<file path="src/sv/mesh_blob_parser_macros.svh">
// assertion macros shared by the mesh blob parser modules
`ifndef MESH_BLOB_PARSER_MACROS_SVH
`define MESH_BLOB_PARSER_MACROS_SVH

// same-cycle implication, checked outside reset
`define MBP_ASSERT_NOW(lbl, ante, cons, msg) \
  lbl: assert property (@(posedge clk) disable iff (rst) (ante) |-> (cons)) \
    else $error(msg);

// next-cycle implication, checked outside reset
`define MBP_ASSERT_NEXT(lbl, ante, cons, msg) \
  lbl: assert property (@(posedge clk) disable iff (rst) (ante) |=> (cons)) \
    else $error(msg);

`endif

</file>
<file path="src/sv/mbp_pkg.sv">
// shared types, codes and constants of the mesh blob parser
`default_nettype none

package mbp_pkg;

  localparam int unsigned COUNT_W = 40;
  localparam int unsigned WORD_W  = 32;
  localparam int unsigned REC_W   = 33;

  localparam logic [COUNT_W-1:0] MAGIC_LEN      = 40'd8;
  localparam logic [COUNT_W-1:0] POS_VERSION    = 40'd11;
  localparam logic [COUNT_W-1:0] POS_VCOUNT     = 40'd15;
  localparam logic [COUNT_W-1:0] POS_FCOUNT     = 40'd19;
  localparam logic [COUNT_W-1:0] HEADER_BYTES   = 40'd20;
  localparam logic [COUNT_W-1:0] COUNT_MAX      = {COUNT_W{1'b1}};
  localparam logic [WORD_W-1:0]  VERSION_OK     = 32'd1;
  localparam logic [WORD_W-1:0]  LIMIT_RESET    = 32'd200000000;

  // register indexes of the config port
  localparam logic [1:0] CFG_MAX_VERTICES = 2'd0;
  localparam logic [1:0] CFG_MAX_FACETS   = 2'd1;

  // fault flag bit positions
  localparam int unsigned F_MAGIC   = 0;
  localparam int unsigned F_VERSION = 1;
  localparam int unsigned F_TOOMANY = 2;
  localparam int unsigned F_INDEX   = 3;

  typedef enum logic [1:0] {
    KIND_VERTEX = 2'd0,
    KIND_FACET  = 2'd1,
    KIND_STATUS = 2'd2
  } kind_t;

  typedef enum logic [2:0] {
    ST_OK      = 3'd0,
    ST_SHORT   = 3'd1,
    ST_MAGIC   = 3'd2,
    ST_VERSION = 3'd3,
    ST_TOOMANY = 3'd4,
    ST_LENGTH  = 3'd5,
    ST_INDEX   = 3'd6
  } status_t;

  typedef struct packed {
    kind_t              kind;
    logic [WORD_W-1:0]  word_a;
    logic [WORD_W-1:0]  word_b;
    logic [WORD_W-1:0]  word_c;
    status_t            status;
    logic               last;
  } res_t;

  // up to two results per byte: a record, then the status
  typedef struct packed {
    logic rec_valid;
    res_t rec;
    logic st_valid;
    res_t st;
  } res_pair_t;

  function automatic logic [7:0] magic_byte(input logic [2:0] idx);
    logic [7:0] b;
    unique case (idx)
      3'd0: b = 8'h45; // E
      3'd1: b = 8'h53; // S
      3'd2: b = 8'h43; // C
      3'd3: b = 8'h55; // U
      3'd4: b = 8'h54; // T
      3'd5: b = 8'h4D; // M
      3'd6: b = 8'h53; // S
      3'd7: b = 8'h48; // H
    endcase
    return b;
  endfunction

endpackage

`default_nettype wire

</file>
<file path="src/sv/mbp_parse.sv">
// header check, record assembly and final status of the mesh blob parser
`default_nettype none
`include "mesh_blob_parser_macros.svh"

module mbp_parse (
  input  wire logic                      clk,
  input  wire logic                      rst,
  input  wire logic                      cfg_we,
  input  wire logic [1:0]                cfg_index,
  input  wire logic [31:0]               cfg_data,
  input  wire logic                      accept,
  input  wire logic [7:0]                data_byte,
  input  wire logic                      end_of_blob,
  output mbp_pkg::res_pair_t             results
);

  logic [mbp_pkg::WORD_W-1:0]  max_vertices;
  logic [mbp_pkg::WORD_W-1:0]  max_facets;
  logic [mbp_pkg::COUNT_W-1:0] byte_count;
  logic [mbp_pkg::WORD_W-1:0]  word_shift;
  logic [mbp_pkg::WORD_W-1:0]  held_a;
  logic [mbp_pkg::WORD_W-1:0]  held_b;
  logic [mbp_pkg::WORD_W-1:0]  vertex_total;
  logic [mbp_pkg::WORD_W-1:0]  facet_total;
  logic [3:0]                  fault_flags;
  logic [mbp_pkg::COUNT_W-1:0] need;
  logic [1:0]                  slot;
  logic [mbp_pkg::REC_W-1:0]   rec_cnt;

  logic [mbp_pkg::WORD_W-1:0]  ws_next;
  logic [mbp_pkg::COUNT_W-1:0] byte_count_next;
  logic [mbp_pkg::WORD_W-1:0]  held_a_next;
  logic [mbp_pkg::WORD_W-1:0]  held_b_next;
  logic [mbp_pkg::WORD_W-1:0]  vertex_total_next;
  logic [mbp_pkg::WORD_W-1:0]  facet_total_next;
  logic [3:0]                  fault_flags_next;
  logic [mbp_pkg::COUNT_W-1:0] need_next;
  logic [1:0]                  slot_next;
  logic [mbp_pkg::REC_W-1:0]   rec_cnt_next;
  logic [mbp_pkg::REC_W-1:0]   count_sum;
  logic [mbp_pkg::COUNT_W-1:0] need_calc;
  logic                        in_body;
  logic                        word_done;
  logic                        bad_index;
  mbp_pkg::status_t            st_code;

  assign ws_next   = {data_byte, word_shift[31:8]};
  assign word_done = (byte_count[1:0] == 2'd3);
  assign in_body   = (byte_count >= mbp_pkg::HEADER_BYTES) && (byte_count < need)
                     && (fault_flags == 4'd0);
  assign bad_index = (held_a >= vertex_total) || (held_b >= vertex_total)
                     || (ws_next >= vertex_total);

  // expected blob length: 20 + 12 * (vertices + facets)
  assign count_sum = {1'b0, vertex_total} + {1'b0, ws_next};
  assign need_calc = mbp_pkg::HEADER_BYTES + {4'd0, count_sum, 3'd0}
                     + {5'd0, count_sum, 2'd0};

  always_comb begin
    held_a_next       = held_a;
    held_b_next       = held_b;
    vertex_total_next = vertex_total;
    facet_total_next  = facet_total;
    fault_flags_next  = fault_flags;
    need_next         = need;
    slot_next         = slot;
    rec_cnt_next      = rec_cnt;
    results           = '0;

    if (byte_count < mbp_pkg::MAGIC_LEN) begin
      if (data_byte != mbp_pkg::magic_byte(byte_count[2:0])) begin
        fault_flags_next[mbp_pkg::F_MAGIC] = 1'b1;
      end
    end else if (byte_count == mbp_pkg::POS_VERSION) begin
      if (ws_next != mbp_pkg::VERSION_OK) begin
        fault_flags_next[mbp_pkg::F_VERSION] = 1'b1;
      end
    end else if (byte_count == mbp_pkg::POS_VCOUNT) begin
      vertex_total_next = ws_next;
    end else if (byte_count == mbp_pkg::POS_FCOUNT) begin
      facet_total_next = ws_next;
      need_next        = need_calc;
      if ((vertex_total > max_vertices) || (ws_next > max_facets)) begin
        fault_flags_next[mbp_pkg::F_TOOMANY] = 1'b1;
      end
    end else if (in_body && word_done) begin
      if (slot == 2'd0) begin
        held_a_next = ws_next;
      end else if (slot == 2'd1) begin
        held_b_next = ws_next;
      end else if (rec_cnt < {1'b0, vertex_total}) begin
        results.rec_valid = 1'b1;
        results.rec.kind  = mbp_pkg::KIND_VERTEX;
      end else if (bad_index) begin
        fault_flags_next[mbp_pkg::F_INDEX] = 1'b1;
      end else begin
        results.rec_valid = 1'b1;
        results.rec.kind  = mbp_pkg::KIND_FACET;
      end
    end
    results.rec.word_a = held_a;
    results.rec.word_b = held_b;
    results.rec.word_c = ws_next;
    results.rec.status = mbp_pkg::ST_OK;
    results.rec.last   = 1'b0;

    // record slot tracking; only meaningful inside the body
    if ((byte_count >= mbp_pkg::HEADER_BYTES) && word_done) begin
      if (slot == 2'd2) begin
        slot_next    = 2'd0;
        rec_cnt_next = rec_cnt + 1'b1;
      end else begin
        slot_next = slot + 2'd1;
      end
    end

    byte_count_next = (byte_count != mbp_pkg::COUNT_MAX) ? byte_count + 1'b1 : byte_count;

    if (byte_count_next < mbp_pkg::HEADER_BYTES) begin
      st_code = mbp_pkg::ST_SHORT;
    end else if (fault_flags_next[mbp_pkg::F_MAGIC]) begin
      st_code = mbp_pkg::ST_MAGIC;
    end else if (fault_flags_next[mbp_pkg::F_VERSION]) begin
      st_code = mbp_pkg::ST_VERSION;
    end else if (fault_flags_next[mbp_pkg::F_TOOMANY]) begin
      st_code = mbp_pkg::ST_TOOMANY;
    end else if (byte_count_next != need_next) begin
      st_code = mbp_pkg::ST_LENGTH;
    end else if (fault_flags_next[mbp_pkg::F_INDEX]) begin
      st_code = mbp_pkg::ST_INDEX;
    end else begin
      st_code = mbp_pkg::ST_OK;
    end
    results.st_valid  = end_of_blob;
    results.st.kind   = mbp_pkg::KIND_STATUS;
    results.st.word_a = '0;
    results.st.word_b = '0;
    results.st.word_c = '0;
    results.st.status = st_code;
    results.st.last   = 1'b1;

    if (!accept) begin
      results.rec_valid = 1'b0;
      results.st_valid  = 1'b0;
    end
  end

  always_ff @(posedge clk) begin
    if (rst) begin
      max_vertices <= mbp_pkg::LIMIT_RESET;
      max_facets   <= mbp_pkg::LIMIT_RESET;
    end else if (cfg_we) begin
      if (cfg_index == mbp_pkg::CFG_MAX_VERTICES) begin
        max_vertices <= cfg_data;
      end else if (cfg_index == mbp_pkg::CFG_MAX_FACETS) begin
        max_facets <= cfg_data;
      end
    end
  end

  always_ff @(posedge clk) begin
    if (rst) begin
      byte_count   <= '0;
      word_shift   <= '0;
      vertex_total <= '0;
      facet_total  <= '0;
      fault_flags  <= '0;
      need         <= mbp_pkg::HEADER_BYTES;
      slot         <= '0;
      rec_cnt      <= '0;
    end else if (accept) begin
      if (end_of_blob) begin
        byte_count   <= '0;
        word_shift   <= '0;
        vertex_total <= '0;
        facet_total  <= '0;
        fault_flags  <= '0;
        need         <= mbp_pkg::HEADER_BYTES;
        slot         <= '0;
        rec_cnt      <= '0;
      end else begin
        byte_count   <= byte_count_next;
        word_shift   <= ws_next;
        vertex_total <= vertex_total_next;
        facet_total  <= facet_total_next;
        fault_flags  <= fault_flags_next;
        need         <= need_next;
        slot         <= slot_next;
        rec_cnt      <= rec_cnt_next;
      end
    end
  end

  always_ff @(posedge clk) begin
    if (accept) begin
      held_a <= held_a_next;
      held_b <= held_b_next;
    end
  end

  `MBP_ASSERT_NEXT(a_clear_on_end, accept && end_of_blob, (byte_count == '0) && (fault_flags == 4'd0), "blob state not cleared after last byte")
  `MBP_ASSERT_NOW(a_no_record_after_fault, results.rec_valid, fault_flags == 4'd0, "record emitted after a fault")
  `MBP_ASSERT_NOW(a_status_on_last, results.st_valid, accept && end_of_blob, "status without a last byte")

endmodule

`default_nettype wire

</file>
<file path="src/sv/mbp_outq.sv">
// four-entry result queue, takes up to two results per cycle
`default_nettype none
`include "mesh_blob_parser_macros.svh"

module mbp_outq (
  input  wire logic        clk,
  input  wire logic        rst,
  input  wire mbp_pkg::res_pair_t push,
  output logic             space,
  output logic             out_valid,
  input  wire logic        out_ready,
  output mbp_pkg::res_t    out_res
);

  mbp_pkg::res_t q [4];
  logic [1:0] wr_ptr;
  logic [1:0] rd_ptr;
  logic [2:0] count;
  logic [2:0] count_next;
  logic [1:0] st_ptr;
  logic [1:0] n_push;
  logic       pop;

  assign space     = (count <= 3'd2);
  assign out_valid = (count != 3'd0);
  assign out_res   = q[rd_ptr];
  assign pop       = out_valid && out_ready;
  assign n_push    = {1'b0, push.rec_valid} + {1'b0, push.st_valid};
  assign st_ptr    = push.rec_valid ? wr_ptr + 2'd1 : wr_ptr;
  assign count_next = count + {1'b0, n_push} - {2'd0, pop};

  always_ff @(posedge clk) begin
    if (rst) begin
      wr_ptr <= '0;
      rd_ptr <= '0;
      count  <= '0;
    end else begin
      wr_ptr <= wr_ptr + n_push;
      rd_ptr <= rd_ptr + {1'b0, pop};
      count  <= count_next;
    end
  end

  always_ff @(posedge clk) begin
    if (push.rec_valid) begin
      q[wr_ptr] <= push.rec;
    end
    if (push.st_valid) begin
      q[st_ptr] <= push.st;
    end
  end

  `MBP_ASSERT_NOW(a_count_bound, 1'b1, count <= 3'd4, "queue count beyond depth")
  `MBP_ASSERT_NOW(a_no_overrun, push.rec_valid || push.st_valid, count <= 3'd2, "push without room")
  `MBP_ASSERT_NEXT(a_pair_lands, push.rec_valid && push.st_valid && !pop, count == $past(count) + 3'd2, "pair push not counted")

endmodule

`default_nettype wire

</file>
<file path="src/sv/mesh_blob_parser.sv">
// top level of the mesh blob parser: stream ports, config port, parse and queue
//
//  channel | dir | tdata (low bit up)                      | tuser       | tlast
//  s_axis  | in  | data_byte[7:0]                          | -           | end_of_blob
//  m_axis  | out | word_a, word_b, word_c, status, 5'b0 pad | record_kind | last_of_run
//  cfg     | in  | cfg_index 0 max_vertices, 1 max_facets; cfg_data 32 bits
//
// one byte per cycle while s_axis_tready is high; each byte is parsed in the cycle
// it is taken and its results land in a four-entry queue that feeds the output port
// a byte that ends a record and the blob gives two results, record first
// s_axis_tready drops while fewer than two queue entries are free
// rst is synchronous; limits return to 200000000 and the blob state clears
`default_nettype none

module mesh_blob_parser (
  input  wire logic         clk,
  input  wire logic         rst,
  input  wire logic         cfg_we,
  input  wire logic [1:0]   cfg_index,
  input  wire logic [31:0]  cfg_data,
  input  wire logic         s_axis_tvalid,
  output logic              s_axis_tready,
  input  wire logic [7:0]   s_axis_tdata,   // data_byte
  input  wire logic         s_axis_tlast,   // end_of_blob
  output logic              m_axis_tvalid,
  input  wire logic         m_axis_tready,
  output logic [103:0]      m_axis_tdata,   // word_a, word_b, word_c, status, zero pad
  output logic [1:0]        m_axis_tuser,   // record_kind
  output logic              m_axis_tlast    // last_of_run
);

  mbp_pkg::res_pair_t results;
  mbp_pkg::res_t      out_res;
  logic               space;
  logic               accept;

  assign s_axis_tready = space;
  assign accept        = s_axis_tvalid && space;

  mbp_parse u_parse (
    .clk         (clk),
    .rst         (rst),
    .cfg_we      (cfg_we),
    .cfg_index   (cfg_index),
    .cfg_data    (cfg_data),
    .accept      (accept),
    .data_byte   (s_axis_tdata),
    .end_of_blob (s_axis_tlast),
    .results     (results)
  );

  mbp_outq u_outq (
    .clk       (clk),
    .rst       (rst),
    .push      (results),
    .space     (space),
    .out_valid (m_axis_tvalid),
    .out_ready (m_axis_tready),
    .out_res   (out_res)
  );

  assign m_axis_tdata = {5'd0, out_res.status, out_res.word_c, out_res.word_b, out_res.word_a};
  assign m_axis_tuser = out_res.kind;
  assign m_axis_tlast = out_res.last;

endmodule

`default_nettype wire
</file>
<file path="config.mk">
export PLATFORM = sky130hd
export DESIGN_NAME = mesh_blob_parser
export DESIGN_NICKNAME = d
export VERILOG_FILES = /design/src/sv/mbp_pkg.sv /design/src/sv/mbp_parse.sv /design/src/sv/mbp_outq.sv /design/src/sv/mesh_blob_parser.sv
export VERILOG_INCLUDE_DIRS = /design/src /design/src/sv
export SDC_FILE = /design/constraint.sdc
export NUM_CORES = 2
export LEC_CHECK = 0
export BUFFER_PORTS_ARGS = -buffer_cell sky130_fd_sc_hd__buf_2
export CORE_MARGIN = 2
export CORE_UTILIZATION = 38
export CTS_CLUSTER_DIAMETER = 60
export DETAILED_ROUTE_END_ITERATION = 7
export GPL_ROUTABILITY_DRIVEN = 0
export PLACE_DENSITY = 0.58
export SKIP_CTS_REPAIR_TIMING = 1
export SLEW_MARGIN = 20
export SYNTH_ARGS = -nofsm -noshare
export SYNTH_HDL_FRONTEND = slang
export SYNTH_SLANG_ARGS = --single-unit
</file>
<file path="constraint.sdc">
create_clock -name clk -period 8.9 [get_ports clk]
set_clock_uncertainty 0.15 [all_clocks]
set_input_delay 1.335 -clock clk [delete_from_list [all_inputs] [get_ports clk]]
set_output_delay 1.335 -clock clk [all_outputs]
set_load 0.01 [all_outputs]
</file>
==> Word level (Yosys, flattened, before mapping) <==
Memories as Yosys holds them, arrays and structs flattened. A register that Yosys moved wholly into a read port is not among the register bits.
Cells that the tools add are included.
W data, S select, Z words.
{ "word_totals": {"elab_cells": 141, "ram_bits": 408, "register_bits": 318, "n_memories": 2, "in_bits": 48, "mem_bits_ro": 40, "out_inout_bits": 109} }
{ "op_classes": {"n_eq_ne": 13, "reduce_logical": 23, "n_bitwise": 6, "add_sub_neg": 12, "n_mux": 60, "order_cmp": 11} }
{ "mem_list": {"columns": ["name", "words", "word_bits", "rd", "rd_ports_with_merged_regs", "write_ports", "line_no", "rtl"], "rows": [
  ["u_outq.q", 4, 102, 1, 1, 2, "mbp_outq.sv:15", "mbp_pkg::res_t q [4];"],
  ["(no name shown)", 8, 5, 1, 1, 0, "mbp_pkg.sv:64", "unique case (idx)"]
]} }
{ "op_table": {"columns": ["operator", "n"], "rows": [
  ["$mux W40", 7],
  ["$mux W32", 5],
  ["$mux W33", 3],
  ["$ge A32 B32 Y1", 3],
  ["$eq A40 B4 Y1 const B", 2],
  ["$gt A32 B32 Y1", 2],
  ["$mux W3", 18],
  ["$add A40 B1 Y40 const B", 1],
  ["$add A40 B35 Y40", 1],
  ["$eq A40 B5 Y1 const B", 1],
  ["$ge A40 B5 Y1 const B", 1],
  ["$lt A40 B4 Y1 const B", 1],
  ["$lt A40 B40 Y1", 1],
  ["$lt A40 B5 Y1 const B", 1],
  ["$ne A40 B40 Y1", 1],
  ["$ne A40 B40 Y1 const B", 1],
  ["$add A5 B36 Y37 const A", 1],
  ["$add A32 B32 Y33", 1],
  ["$add A33 B1 Y33 const B", 1],
  ["$lt A33 B32 Y1", 1],
  ["$ne A32 B1 Y1 const B", 1],
  ["$mux W1", 18],
  ["$mux W2", 7],
  ["$mux W8", 1],
  ["other kinds (24)", 45]
]} }

==> Logic depth before layout (Yosys ltp) <==
{ "logic_depth": {"depth_word": 18, "ltp_mapped": 29, "ltp_nobuf": 27} }

==> By module <==
From an unflattened synthesis, not the netlist that was laid out.
{ "unflattened": {"cells_unflattened": 3923, "hier_area_um2": 44164.9} }
{ "modules_own_cells": {"columns": ["module", "seq_area_each_um2", "area_per_inst_um2", "n_inst", "cells_per_inst"], "rows": [
  ["mbp_parse", 6806.5, 23745.3, 1, 2871],
  ["mbp_outq", 12391.9, 20372.0, 1, 1045],
  ["mesh_blob_parser", 0.0, 47.5, 1, 7]
]} }

==> Worst setup path before layout <==
OpenSTA, ideal clock, no wires.
{ "synth_path": {"kind": "register to register", "startpoint": "register u_parse.word_shift[9] in the netlist's numbering", "endpoint": "memory u_outq.q[0][1] in the netlist's numbering, data pin", "setup_time_ns": 0.278, "arrival_time_ns": 6.802, "n_path_buf": 2, "stages_incl_launch_ff": 27, "required_time_ns": 8.472, "path_slack_ns": 1.670, "synth_period_minus_slack_ns": 7.230, "path_cell_list": "dfxtp_1 clkbuf_1 inv_1 fa_1 o21ba_2 or4_1 a21oi_1 a211o_1 xnor2_1 o2111ai_1 or3_1 or2_2 nor2_1 xor2_1 ha_1 clkbuf_1 nand2_1 or3_1 a32o_1 a31oi_1 xnor2_1 a211oi_1 o2111ai_1 or4_1 a2111o_1 o21ai_0 a21boi_0"} }
{ "synth_lines": {"columns": ["item", "line_no", "rtl"], "rows": [
  ["start, declared", "mbp_parse.sv:20", "logic [mbp_pkg::WORD_W-1:0] word_shift;"],
  ["start signal, assigned", "mbp_parse.sv:183", "word_shift <= ws_next;"],
  ["end, declared", "mbp_outq.sv:15", null]
]} }

==> Implementation_results.wiki <==
{| class="wikitable"
! Metric !! Value
|-
| Prevailing post-synth register cell || dfxtp_1
|-
| Top cell type's share of synthesized area || 0.3136
|-
| Clock tree from TritonCTS || done
|-
| CTS H-tree lvls || 3
|-
| Count of input and output buffers || 151
|-
| Number of flip-flops and latches in the synthesized netlist || 719
|-
| RSZ-0062 raised after global routing || no
|-
| Leading cell types by total area after synthesis || dfxtp_1 (31%), nand2_1 (9.6%), ha_1 (9.4%)
|-
| Most common cell after layout, fill and taps aside || nand2_1
|-
| Clock insertion delay at the later pin of the skew report || 690 ps
|-
| Clk pin slew, worst setup/hold paths || 60 ps
|-
| Routed vias || 37700
|-
| Util after Layout || 0.4311
|-
| Slew at the pin with the worst max-slew slack || 1188 ps
|-
| Pins Over Slew Limit || 0
|-
| Worst Hold Slack || 295.6 ps
|-
| Cell Pwr Density || 173.9 nW/um^2
|-
| Nature of the critical path startpoint || flip-flop
|-
| Initial detailed-routing violation count || 4150
|-
| Aggregate negative setup slack || 0 ps
|-
| Register area share after synthesis || 0.3693
|-
| Largest net degree at the start of global routing || 114
|-
| Count of filler cells inserted in the layout || 10700
|-
| First-pass iteration count of the detailed router || 8
|-
| Proportion of layout cells with a drive suffix above 1 || 0.1063
|-
| Clk sink count || 719
|-
| Via count of the first global-routing pass || 35180
|-
| Final clock period utilization by the worst path || 0.9351
|-
| Lkg Pwr || 17.58 nW
|-
| Root Buffer Master || clkbuf_16
|-
| Cell at the slowest stage of the critical path || a2111oi_0
|-
| Relative max-transition margin || 0.2049
|-
| Maximum clock frequency || 120.2 MHz
|-
| Width of the die || 332.6 um
|-
| Run status || finished clean
|-
| Crit Path Max Fanout || 9
|-
| Overall track demand over capacity in global routing || 0.2610
|-
| Most used cells in the layout excluding fill and tap cells || nand2_1 (1048), a21oi_1 (647), dfxtp_1 (641)
|-
| Data arrival, critical path || 8560 ps
|-
| Routed wire length || 148700 um
|-
| Crit path largest cell delay || 640 ps
|-
| Post-layout worst setup margin || 577.4 ps
|-
| Ratio of routed vias to standard cells || 5.842
|-
| Yosys cell types || 87
|-
| Drt wl/cell || 23.04 um
|-
| Die height || 332.6 um
|-
| I/O pin count || 157
|-
| Worst Reg2Reg Path Length in Cells || 25
|-
| Number of antenna violations at the first check in global routing || 6
|-
| Final hold violation count || 0
|-
| Antenna-violating nets left || 0
|-
| Filler-free cell count of the finished design || 6454
|-
| HPWL after detailed placement || 102100 um
|-
| Post-synth EDFFs || 76
|-
| Placement row count || 120
|-
| Max-Cap Viols || 0
|-
| Final #Nets || 5337
|-
| Critical Path Sink Type || flip-flop
|-
| Total number of yosys warnings || 0
|-
| Number of buffers created by CTS || 90
|-
| Highest ir drop seen on vdd || 0.1404 mV
|-
| Crit Path Class || reg2reg
|-
| Post-synthesis cell type with the largest combined area || dfxtp_1
|-
| DRC || 0
|-
| Setup Slack @ Placement || 772.2 ps
|-
| Classification of the worst-slack hold path || reg2reg
|-
| Async S/R FF share, synth || 0
|-
| Remaining global-route overflow || 0
|-
| Post-route minimum period || 8323 ps
|-
| Number of standard cells after synthesis || 4989
|-
| Bufs on Longest Clock Path || 3
|-
| Worst hold path stage count || 2
|-
| Mean Syn Cell Area || 8.226 um^2
|-
| Core area || 107100 um^2
|-
| Placed insts || 6287
|-
| Total Die Area || 110600 um^2
|-
| Syn-to-layout area delta || 12.46%
|-
| Global-route wire length before repair || 223400 um
|-
| Total of endpoints with negative setup slack in the final report || 0
|-
| Mapped cell area || 41040 um^2
|-
| Initial Util || 0.3834
|-
| WP data required || 9130 ps
|}
[Yosys cell counts, types with 69 or more instances]
master    number
edfxtp_1      76
a21o_1        74
nor2_1       304
dfxtp_1      643
a22oi_1       74
inv_1        204
xor2_1        69
nand4_1       77
nand3_1       80
clkbuf_1     266
xnor2_1       99
o21ai_0      137
a21oi_1      650
mux4_2       101
ha_1         309
nand2_1     1053
[sequential cells by signal, indices dropped and copies added, names as in the netlist, named ones only]
register / count
u_outq.count: 3
u_outq.q: 404
u_outq.rd_ptr: 2
u_outq.wr_ptr: 2
u_parse.byte_count: 40
u_parse.fault_flags: 4
u_parse.held_a: 32
u_parse.held_b: 32
u_parse.max_facets: 32
u_parse.max_vertices: 32
u_parse.need: 40
u_parse.rec_cnt: 33
u_parse.slot: 2
u_parse.vertex_total: 32
u_parse.word_shift: 24
[metal layers]
layer  GRT usage  wire length (um)  up-vias
met5           0                37        -
met1      0.3664             65370    18280
met2      0.4039             66070     1621
met4     0.08965              4807        6
met3     0.04413             12440      254
li1            -                 -    17540
[kinds of logic (layout without fill, tap and decap cells)]
group,Yosys count,in the layout,share of synthesized area
mux,117,117,0.05939
xor+xnor,169,169,0.03640
flops,719,719,0.3693
compound gates,1203,1203,0.1771
fa+ha+maj,312,312,0.09567
simple gates,1931,1931,0.2114
other cells,1,6,0.00009137
buf+inv,537,594,0.05073
[final cells by class]
| class | count | area, um^2 | share of cell area |
|---|---|---|---|
| Timing Repair Buffer | 225 | 1384 | 0.02998 |
| Sequential cell | 719 | 15160 | 0.3285 |
| Antenna cell | 1 | 2.502 | 0.00005422 |
| Multi-Input combinational cell | 3737 | 24000 | 0.5201 |
| Inverter | 204 | 765.7 | 0.01659 |
| Clock inverter | 30 | 374.1 | 0.008106 |
| Tap cell | 1403 | 1755 | 0.03803 |
| Clock buffer | 135 | 2706 | 0.05864 |
[metrics by stage]
step | area [um^2] | power (mW)
finish | 46150 | 8.028
global route | 46150 | 8.279
CTS | 46140 | 8.084
detailed placement | 43060 | 4.340
global placement | 43050 | 4.339
floorplan | 41060 | 4.007
[where the power goes]
| part | switching (mW) | internal, mW |
|---|---|---|
| logic | 0.598 | 0.303 |
| clock network | 1.56 | 2.19 |
| registers | 0.0651 | 3.31 |
| total | 2.22 | 5.80 |
[worst max-delay path, delay by kind of cell, from the launching register on]
family	cells	cell delay, ps
flops	1	390
simple gates	7	2160
xor+xnor	2	370
buf+inv	1	230
fa+ha+maj	2	850
compound gates	13	3840
[path summary, 6_finish.rpt]
kind | from | end | slack (ps)
setup / recovery | u_parse.vertex_total[1] | u_outq.q[0][1] | 580
hold / removal | u_outq.q[3][0] | u_outq.q[3][0] | 300
setup reg to reg | u_parse.vertex_total[1] | u_outq.q[0][1] | 580
hold reg to reg | u_outq.q[3][0] | u_outq.q[3][0] | 300
No activity file was read; power rests on OpenSTA's default activity.
